--- src/rtl/core/bdq_pkg.sv ---
// Package for the bounded deque with rotation.
// Holds operation and status codes and the cell control type; no dependencies.
package bdq_pkg;

    typedef enum logic [3:0] {
        KIND_CLEAR_ENABLE = 4'd0,
        KIND_PUSH_BACK    = 4'd1,
        KIND_PUSH_FRONT   = 4'd2,
        KIND_POP_FRONT    = 4'd3,
        KIND_POP_BACK     = 4'd4,
        KIND_SHIFT_RIGHT  = 4'd5,
        KIND_ROTATE_LEFT  = 4'd6,
        KIND_ROTATE_RIGHT = 4'd7,
        KIND_READ         = 4'd8
    } kind_t;

    typedef enum logic [2:0] {
        STATUS_OK          = 3'd0,
        STATUS_NOT_ENABLED = 3'd1,
        STATUS_EMPTY       = 3'd2,
        STATUS_FULL        = 3'd3,
        STATUS_BAD_INDEX   = 3'd4
    } status_t;

    typedef enum logic [2:0] {
        CELL_HOLD  = 3'b001,
        CELL_BACK  = 3'b010,
        CELL_FRONT = 3'b100
    } cell_mode_t;

    typedef struct packed {
        cell_mode_t mode;
    } cell_ctrl_t;

endpackage

--- src/rtl/core/bdq_req_if.sv ---
// Request channel of the bounded deque: valid, ready and operation payload.
// No dependencies.
interface bdq_req_if #(
    parameter int VALUE_BITS = 16
);
    logic                  valid;
    logic                  ready;
    logic [3:0]            kind;
    logic [VALUE_BITS-1:0] cargo;
    logic [3:0]            index;

    modport source (output valid, output kind, output cargo, output index, input ready);
    modport sink   (input valid, input kind, input cargo, input index, output ready);
endinterface

--- src/rtl/core/bdq_rsp_if.sv ---
// Response channel of the bounded deque: valid, ready and result payload.
// No dependencies.
interface bdq_rsp_if #(
    parameter int VALUE_BITS = 16,
    parameter int COUNT_BITS = 5
);
    logic                  valid;
    logic                  ready;
    logic [2:0]            status;
    logic [VALUE_BITS-1:0] value_out;
    logic [COUNT_BITS-1:0] count;
    logic                  enabled;

    modport source (output valid, output status, output value_out, output count,
                    output enabled, input ready);
    modport sink   (input valid, input status, input value_out, input count,
                    input enabled, output ready);
endinterface

--- src/rtl/core/bdq_cell.sv ---
// One storage cell of the deque chain: holds one entry, shifts to either neighbor.
// Depends on bdq_pkg.
module bdq_cell #(
    parameter int VALUE_BITS = 16
) (
    input  logic                  clk,
    input  bdq_pkg::cell_ctrl_t   ctrl,
    input  logic                  load,
    input  logic [VALUE_BITS-1:0] load_val,
    input  logic [VALUE_BITS-1:0] prev_val,
    input  logic [VALUE_BITS-1:0] next_val,
    output logic [VALUE_BITS-1:0] value
);
    import bdq_pkg::*;

    logic [VALUE_BITS-1:0] val_reg;
    logic [VALUE_BITS-1:0] val_next;

    always_comb
    begin
        val_next = val_reg;
        if (load)
        begin
            val_next = load_val;
        end
        else
        begin
            case (ctrl.mode)
                CELL_BACK:  val_next = prev_val;
                CELL_FRONT: val_next = next_val;
                default:    val_next = val_reg;
            endcase
        end
    end

    always_ff @(posedge clk)
    begin
        val_reg <= val_next;
    end

    assign value = val_reg;

endmodule

--- src/rtl/core/bounded_deque_with_rotation.sv ---
// Top level of the bounded deque with rotation: cell chain, control and response register.
// Depends on bdq_pkg, bdq_req_if, bdq_rsp_if and bdq_cell.
//
//   channel | dir | payload                          | handshake
//   req     | in  | kind, cargo, index               | valid/ready
//   rsp     | out | status, value_out, count, enabled| valid/ready
//
// One request per cycle while req.ready is high; its response appears the next cycle from a register.
// Entry i of the chain is position i from the front; pushes and shifts move all
// cells at once.
// req.ready drops only while a response waits and rsp.ready is low.
// rst_n clears count, enabled flag and response valid; cell contents are not reset.
module bounded_deque_with_rotation #(
    parameter int DEPTH      = 16,
    parameter int VALUE_BITS = 16
) (
    input logic           clk,
    input logic           rst_n,
    bdq_req_if.sink       req,
    bdq_rsp_if.source     rsp
);
    import bdq_pkg::*;

    localparam int COUNT_BITS = $clog2(DEPTH + 1);
    localparam int CMP_BITS   = (COUNT_BITS > 4) ? COUNT_BITS : 4;

    logic [COUNT_BITS-1:0] count_reg, count_next;
    logic                  enabled_reg, enabled_next;
    logic                  rsp_valid_reg;
    logic [2:0]            rsp_status_reg;
    logic [VALUE_BITS-1:0] rsp_value_reg;
    logic [COUNT_BITS-1:0] rsp_count_reg;
    logic                  rsp_enabled_reg;

    logic [VALUE_BITS-1:0] cell_val [DEPTH];
    logic [DEPTH-1:0]      cell_load;
    logic [DEPTH-1:0]      back_sel, tail_sel, rd_sel;
    cell_ctrl_t            ctrl;
    logic [VALUE_BITS-1:0] load_val;
    logic [VALUE_BITS-1:0] tail_val, rd_val;
    logic [2:0]            status;
    logic [VALUE_BITS-1:0] value;
    logic                  fire;
    logic                  full, empty, bad_index;

    assign req.ready = !rsp_valid_reg || rsp.ready;
    assign fire      = req.valid && req.ready;
    assign full      = (count_reg == COUNT_BITS'(DEPTH));
    assign empty     = (count_reg == '0);
    assign bad_index = (CMP_BITS'(req.index) >= CMP_BITS'(count_reg));

    always_comb
    begin
        tail_val = '0;
        rd_val   = '0;
        for (int i = 0; i < DEPTH; i++)
        begin
            back_sel[i] = (count_reg == COUNT_BITS'(i));
            tail_sel[i] = (count_reg == COUNT_BITS'(i + 1));
            rd_sel[i]   = (CMP_BITS'(req.index) == CMP_BITS'(i));
            tail_val    = tail_val | (cell_val[i] & {VALUE_BITS{tail_sel[i]}});
            rd_val      = rd_val | (cell_val[i] & {VALUE_BITS{rd_sel[i]}});
        end
    end

    always_comb
    begin
        status       = STATUS_OK;
        value        = '0;
        count_next   = count_reg;
        enabled_next = enabled_reg;
        ctrl.mode    = CELL_HOLD;
        cell_load    = '0;
        load_val     = '0;
        if (fire)
        begin
            if (req.kind == KIND_CLEAR_ENABLE)
            begin
                count_next   = '0;
                enabled_next = 1'b1;
            end
            else if (req.kind > KIND_READ)
            begin
                status = STATUS_OK;
            end
            else if (!enabled_reg)
            begin
                status = STATUS_NOT_ENABLED;
            end
            else
            begin
                case (req.kind)
                    KIND_PUSH_BACK:
                    begin
                        if (full)
                        begin
                            status = STATUS_FULL;
                        end
                        else
                        begin
                            cell_load  = back_sel;
                            load_val   = req.cargo;
                            count_next = count_reg + COUNT_BITS'(1);
                        end
                    end
                    KIND_PUSH_FRONT:
                    begin
                        if (full)
                        begin
                            status = STATUS_FULL;
                        end
                        else
                        begin
                            ctrl.mode    = CELL_BACK;
                            cell_load[0] = 1'b1;
                            load_val     = req.cargo;
                            count_next   = count_reg + COUNT_BITS'(1);
                        end
                    end
                    KIND_POP_FRONT:
                    begin
                        if (empty)
                        begin
                            status = STATUS_EMPTY;
                        end
                        else
                        begin
                            value      = cell_val[0];
                            ctrl.mode  = CELL_FRONT;
                            count_next = count_reg - COUNT_BITS'(1);
                        end
                    end
                    KIND_POP_BACK:
                    begin
                        if (empty)
                        begin
                            status = STATUS_EMPTY;
                        end
                        else
                        begin
                            value      = tail_val;
                            count_next = count_reg - COUNT_BITS'(1);
                        end
                    end
                    KIND_SHIFT_RIGHT:
                    begin
                        if (!empty)
                        begin
                            value        = tail_val;
                            ctrl.mode    = CELL_BACK;
                            cell_load[0] = 1'b1;
                        end
                    end
                    KIND_ROTATE_LEFT:
                    begin
                        if (empty)
                        begin
                            status = STATUS_EMPTY;
                        end
                        else
                        begin
                            ctrl.mode = CELL_FRONT;
                            cell_load = tail_sel;
                            load_val  = cell_val[0];
                        end
                    end
                    KIND_ROTATE_RIGHT:
                    begin
                        if (empty)
                        begin
                            status = STATUS_EMPTY;
                        end
                        else
                        begin
                            ctrl.mode    = CELL_BACK;
                            cell_load[0] = 1'b1;
                            load_val     = tail_val;
                        end
                    end
                    KIND_READ:
                    begin
                        if (bad_index)
                        begin
                            status = STATUS_BAD_INDEX;
                        end
                        else
                        begin
                            value = rd_val;
                        end
                    end
                    default:
                    begin
                        status = STATUS_OK;
                    end
                endcase
            end
        end
    end

    for (genvar g = 0; g < DEPTH; g++)
    begin : g_cell
        logic [VALUE_BITS-1:0] prev_v, next_v;
        if (g == 0)
        begin : g_first
            assign prev_v = '0;
        end
        else
        begin : g_mid_p
            assign prev_v = cell_val[g-1];
        end
        if (g == DEPTH - 1)
        begin : g_last
            assign next_v = '0;
        end
        else
        begin : g_mid_n
            assign next_v = cell_val[g+1];
        end
        bdq_cell #(
            .VALUE_BITS(VALUE_BITS)
        ) u_cell (
            .clk      (clk),
            .ctrl     (ctrl),
            .load     (cell_load[g]),
            .load_val (load_val),
            .prev_val (prev_v),
            .next_val (next_v),
            .value    (cell_val[g])
        );
    end

    always_ff @(posedge clk or negedge rst_n)
    begin
        if (!rst_n)
        begin
            count_reg     <= '0;
            enabled_reg   <= 1'b0;
            rsp_valid_reg <= 1'b0;
        end
        else
        begin
            count_reg   <= count_next;
            enabled_reg <= enabled_next;
            if (fire)
            begin
                rsp_valid_reg <= 1'b1;
            end
            else if (rsp.ready)
            begin
                rsp_valid_reg <= 1'b0;
            end
        end
    end

    always_ff @(posedge clk)
    begin
        if (fire)
        begin
            rsp_status_reg  <= status;
            rsp_value_reg   <= value;
            rsp_count_reg   <= count_next;
            rsp_enabled_reg <= enabled_next;
        end
    end

    assign rsp.valid     = rsp_valid_reg;
    assign rsp.status    = rsp_status_reg;
    assign rsp.value_out = rsp_value_reg;
    assign rsp.count     = rsp_count_reg;
    assign rsp.enabled   = rsp_enabled_reg;

endmodule

--- src/flat_wrapper.sv ---
// flat-port wrapper written by rule: the top's interface ports become plain ports
module bounded_deque_with_rotation_flat import bdq_pkg::*;
#(
    parameter int DEPTH      = 16,
    parameter int VALUE_BITS = 16
)
  (clk, rst_n, req_valid, req_kind, req_cargo, req_index, req_ready, rsp_valid, rsp_status, rsp_value_out, rsp_count, rsp_enabled, rsp_ready);
  bdq_req_if #(.VALUE_BITS(VALUE_BITS)) req_i ();
  bdq_rsp_if #(.VALUE_BITS(VALUE_BITS), .COUNT_BITS(5)) rsp_i ();
  input logic clk;
  input logic rst_n;
  input wire logic [$bits(req_i.valid)-1:0] req_valid;
  input wire logic [$bits(req_i.kind)-1:0] req_kind;
  input wire logic [$bits(req_i.cargo)-1:0] req_cargo;
  input wire logic [$bits(req_i.index)-1:0] req_index;
  output wire logic [$bits(req_i.ready)-1:0] req_ready;
  output wire logic [$bits(rsp_i.valid)-1:0] rsp_valid;
  output wire logic [$bits(rsp_i.status)-1:0] rsp_status;
  output wire logic [$bits(rsp_i.value_out)-1:0] rsp_value_out;
  output wire logic [$bits(rsp_i.count)-1:0] rsp_count;
  output wire logic [$bits(rsp_i.enabled)-1:0] rsp_enabled;
  input wire logic [$bits(rsp_i.ready)-1:0] rsp_ready;
  assign req_i.valid = req_valid;
  assign req_i.kind = req_kind;
  assign req_i.cargo = req_cargo;
  assign req_i.index = req_index;
  assign req_ready = req_i.ready;
  assign rsp_valid = rsp_i.valid;
  assign rsp_status = rsp_i.status;
  assign rsp_value_out = rsp_i.value_out;
  assign rsp_count = rsp_i.count;
  assign rsp_enabled = rsp_i.enabled;
  assign rsp_i.ready = rsp_ready;
  bounded_deque_with_rotation #(.DEPTH(DEPTH), .VALUE_BITS(VALUE_BITS)) u_core (.clk(clk), .rst_n(rst_n), .req(req_i), .rsp(rsp_i));
endmodule
--- config.mk ---
export PLATFORM = sky130hd
export DESIGN_NAME = bounded_deque_with_rotation_flat
export DESIGN_NICKNAME = d
export VERILOG_FILES = /design/src/rtl/core/bdq_pkg.sv /design/src/rtl/core/bdq_req_if.sv /design/src/rtl/core/bdq_rsp_if.sv /design/src/rtl/core/bdq_cell.sv /design/src/rtl/core/bounded_deque_with_rotation.sv /design/src/flat_wrapper.sv
export SDC_FILE = /design/constraint.sdc
export NUM_CORES = 1
export LEC_CHECK = 0
export ABC_AREA = 1
export BUFFER_PORTS_ARGS = -buffer_cell sky130_fd_sc_hd__buf_2
export CORE_ASPECT_RATIO = 1.25
export CORE_MARGIN = 2
export CORE_UTILIZATION = 40
export DETAILED_ROUTE_END_ITERATION = 12
export SKIP_LAST_GASP = 1
export SLEW_MARGIN = 20
export SYNTH_ARGS = -nofsm -noshare
export SYNTH_HDL_FRONTEND = slang
export SYNTH_SLANG_ARGS = --single-unit
--- constraint.sdc ---
create_clock -name clk -period 3.33 [get_ports clk]
set_input_delay 0.666 -clock clk [delete_from_list [all_inputs] [get_ports clk]]
set_output_delay 0.666 -clock clk [all_outputs]
set_load 0.1 [all_outputs]
==> impl_summary.log <==
[metrics] simple-gate share of the synthesized area: a little under two fifths
[metrics] unrepaired setup endpoints after global routing: no
[metrics] pin count of the biggest net entering global routing: just under 70
[metrics] antenna violation net count after detailed routing: 0
[metrics] die height: around 260 µm
[metrics] total leakage power: between 10 and 15 nW
[metrics] Cell Area, Synth: about 22000 µm²
[metrics] launch point of the worst hold path: rsp_ready
[metrics] start point of the critical path: u_core.count_reg[0]
[metrics] # port buffers: between 50 and 60
[metrics] number of vias after detailed routing: roughly 23k
[metrics] Overflow after GRT: 0
[metrics] post-route clock skew: ~25 ps
[metrics] signal arrival time at the worst endpoint: between 3000 and 4000 ps
[metrics] result of the run: complete, no violations
[metrics] max-slew violations: 0
[metrics] HPWL reported at the end of detailed placement: between 70 and 80 mm
[metrics] synthesized-area fraction occupied by adder cells: 0.576%
[metrics] Worst Path Max Fanout: 15
[metrics] number of flip-flops in the largest register: roughly 260
[metrics] Netlist cell types: 44
[metrics] Synth-to-Final Area Change: 11.8%
[metrics] power per standard cell area: around 470 nW/µm²
[metrics] cell count after synthesis: around 3.1k
[metrics] number of antenna violations at the first check in global routing: 4
[metrics] number of nets in the layout: ~3.1k
[metrics] setup fix buffers added after clock tree synthesis: 0
[metrics] number of placed I/O pins: 55
[metrics] first-pass detailed-route iteration total: 6
[metrics] Sw Ratio: between 30% and 40%
[metrics] number of synthesized flops with an enable pin: approximately 280
[metrics] number of buffers and inverters on the critical path: 5
[metrics] Slowest cell on crit path: sky130_fd_sc_hd__dfrtp_1
[metrics] Tot Pwr: ~11 mW
[metrics] top_reg_cell synth: sky130_fd_sc_hd__edfxtp_1
[metrics] origin of the critical flop-to-flop path: u_core.count_reg[0]
[metrics] total wirelength of the detailed-routed design: 104 mm
[metrics] Sw Pwr: 4.21 mW
[metrics] placed insts: 3787
[metrics] post-route fraction of the period consumed by the critical path: 95.1%
[metrics] initial standard-cell utilization of the core: about two fifths
[metrics] setup_tns: 0 ps
[metrics] floorplan core area: roughly 54000 µm²
[metrics] min Tclk post-route: roughly 3200 ps
[metrics] Max-Cap Viols: 0
[metrics] synthesized area per cell: roughly 7 µm²
[metrics] die area: about 56000 µm²
[metrics] post-synthesis net count: about 3.1k
[metrics] highest cell delay on the worst timing path: 440 ps
[metrics] hold violation total from the final report: 0
[metrics] share of final-layout standard cells stronger than drive strength 1: about a tenth
[metrics] Clock Latency Late Sink: approximately 570 ps
[metrics] combinational family with the most area after synthesis: simple AND/OR/NAND/NOR gates
[metrics] worst-case vdd ir drop: between 400 and 500 µV
[metrics] Clock Pin Slew Worst Setup and Hold Paths: about 60 ps
[metrics] first-pass GRT wire length: between 100 and 150 mm
[metrics] remaining design rule violation count: 0
[metrics] list of cells traversed by the critical path: inv_1 -> ha_1 -> inv_1 -> nor2_4 -> nand2_2 -> inv_2 -> nor2_1 -> a22oi_1 -> nor2_4 -> inv_2 -> nand2_1 -> buf_4
[metrics] transition time at the pin with the least slew margin: between 1000 and 1500 ps
[metrics] Worst Path Required: approximately 3600 ps
[metrics] design internal power: just over 7 mW
[metrics] share of the synthesized area in compound gates (AO/OA/AOI/OAI): approximately an eighth
[metrics] num rows: 95
[metrics] element type at the critical path start: flip-flop
[metrics] deepest clock path buffer count: 3
[metrics] sequential-to-total area share from yosys stat: 39.7%
[metrics] vias per cell: ~6.0
[metrics] worst setup timing slack at the placement stage: around 260 ps
[metrics] buffer cell driving the clock tree root: sky130_fd_sc_hd__clkbuf_16
[metrics] weighted congestion reported at the end of routability-driven placement: 1.01
[metrics] TritonCTS buffer count: 36
[metrics] mean routed wirelength per cell: between 20 and 30 µm
[metrics] number of standard cells in the final layout excluding fillers: 3856
[metrics] post-CTS resize count: 0
[metrics] startpoint-to-endpoint class of the critical path: flip-flop to flip-flop
[metrics] Yosys reg bits: about 290
[metrics] part of the total power dissipated in the clock network: 34.7%
[metrics] worst setup margin: around 160 ps
[metrics] capturing element type of the critical path: flip-flop
[metrics] H-Tree Depth: 2
[metrics] xor/xnor share of the synthesized area: less than 1%
[metrics] headroom to the max-slew limit: between 30% and 40%
[metrics] count of warnings emitted by yosys: 0
[metrics] number of setup violations in the final report: 0
[metrics] All-Layer GR Usage: 36.7%
[metrics] HP Class: input pin to flip-flop
[metrics] dominant delay contributor by cell family on the critical path: buffers and inverters
[metrics] relative contribution of sequential cells to total power: a little under two fifths
[metrics] vias in the first global route: 21.2k
[metrics] CTS tree: yes
[metrics] count of routing violations after the opening detailed-route iteration: between 3k and 4k
[metrics] combinational cell fraction of total power: 27.7%
[metrics] count of fill cells added during filler insertion: 5549
[metrics] maximum frequency from static timing analysis: roughly 320 MHz
[metrics] Sink Count: 288
[metrics] die outline width: between 200 and 250 µm
[metrics] fraction of synthesis flops using an asynchronous set or reset pin: 2.43%
[metrics] multiplexer area fraction after synthesis: 0%
[timing repair]
action                     CTS  global route
hold endpoints to repair     7             0
hold buffers                 1             0
setup endpoints to repair    0             0
[kinds of logic after synthesis]
family | count (synthesis)
xor gates and xnor gates | 2
adders and majority gates | 10
buffers and inverters | 551
DFF | 288
and+or+nand+nor | 1837
AOI/OAI and AO/OA | 394
[path summary, 6_finish.rpt]
check	end	slack [ps]	cells past startpoint
setup / recovery	u_core.g_cell[14].u_cell.value[0]	160	12
setup reg to reg	u_core.g_cell[14].u_cell.value[0]	160	12
hold / removal	u_core.rsp.valid	370	4
min in group asynchronous	u_core.count_reg[4]	470	2
hold reg to reg	u_core.rsp.valid	510	2
max in group asynchronous	u_core.rsp.valid	2690	2
[cell usage after synthesis (11+ instances only)]
cell type,number,share of area (%)
sky130_fd_sc_hd__o22ai_1,13,0.37
sky130_fd_sc_hd__or2_2,16,0.46
sky130_fd_sc_hd__nand4_1,21,0.60
sky130_fd_sc_hd__o211ai_1,174,6.0
sky130_fd_sc_hd__o21ai_0,132,3.0
sky130_fd_sc_hd__buf_4,33,1.1
sky130_fd_sc_hd__buf_6,11,0.57
sky130_fd_sc_hd__nor2_4,11,0.57
sky130_fd_sc_hd__nand3_1,578,13
sky130_fd_sc_hd__clkbuf_1,43,0.74
sky130_fd_sc_hd__inv_1,318,5.5
sky130_fd_sc_hd__a21oi_1,41,0.94
sky130_fd_sc_hd__inv_2,24,0.41
sky130_fd_sc_hd__buf_2,104,2.4
sky130_fd_sc_hd__nand2_1,1018,18
sky130_fd_sc_hd__edfxtp_1,281,39
sky130_fd_sc_hd__nand2_2,25,0.72
sky130_fd_sc_hd__nor2_1,147,2.5
[metrics by stage]
stage	hold slack (ps)	instance area (µm²)	utilization, %
2_1_floorplan	370	21700	-
6_report	369	24300	45.2
5_1_grt	405	24300	45.2
3_5_place_dp	500	23100	43.1
3_3_place_gp	491	23100	43.1
4_1_cts	356	24300	45.2
[per-layer routing]
| layer | part of all wire, % | track usage [%] | routed length [µm] |
|---|---|---|---|
| met1 | 40 | 51.3 | 41600 |
| met2 | 43 | 55.7 | 45300 |
| met3 | 12 | 7.71 | 12800 |
| met4 | 4.3 | 13.8 | 4460 |
| met5 | 0 | 0 | 0 |
[layout make-up]
type                            count  area (µm²)  area share [%]
Multi-Input combinational cell   2243       10700            44.1
Sequential cell                   288        8610            35.5
Tap cell                          727         910            3.75
Timing Repair Buffer              180        1590            6.57
Antenna cell                        4        10.0          0.0412
Clock buffer                       40         937            3.86
Clock inverter                     24         183           0.753
Inverter                          350        1330            5.46
[power by group through the flow]
stage	clock network, mW	registers [mW]	logic [mW]
floorplan	0	4.43	1.74
detailed placement	0	4.33	3.03
CTS	3.96	4.25	3.04
finish	3.94	4.26	3.15
global placement	0	4.33	3.02
global route	4.08	4.27	3.30
[layout by cell type (no fill, tap or decap), drive strengths merged, types with 5 or more instances in the layout]
master / n
inv: 342
nor3: 5
nor2: 164
nand2: 1048
a21oi: 42
clkinv: 28
o31ai: 11
o21bai: 10
nand4: 22
edfxtp: 281
buf: 179
ha: 10
nand3: 582
dfrtp: 7
o22ai: 15
or2: 16
clkbuf: 40
o21ai: 134
o211ai: 174
[worst register-to-register path, stage by stage (launching register included)]
cell and delay, ps:
sky130_fd_sc_hd__dfrtp_1 440, sky130_fd_sc_hd__inv_1 190, sky130_fd_sc_hd__ha_1 260, sky130_fd_sc_hd__inv_1 90
sky130_fd_sc_hd__nor2_4 320, sky130_fd_sc_hd__nand2_2 190, sky130_fd_sc_hd__inv_2 220, sky130_fd_sc_hd__nor2_1 120
sky130_fd_sc_hd__a22oi_1 270, sky130_fd_sc_hd__nor2_4 100, sky130_fd_sc_hd__inv_2 290, sky130_fd_sc_hd__nand2_1 160
sky130_fd_sc_hd__buf_4 240
(Power assumes the default switching activity.)
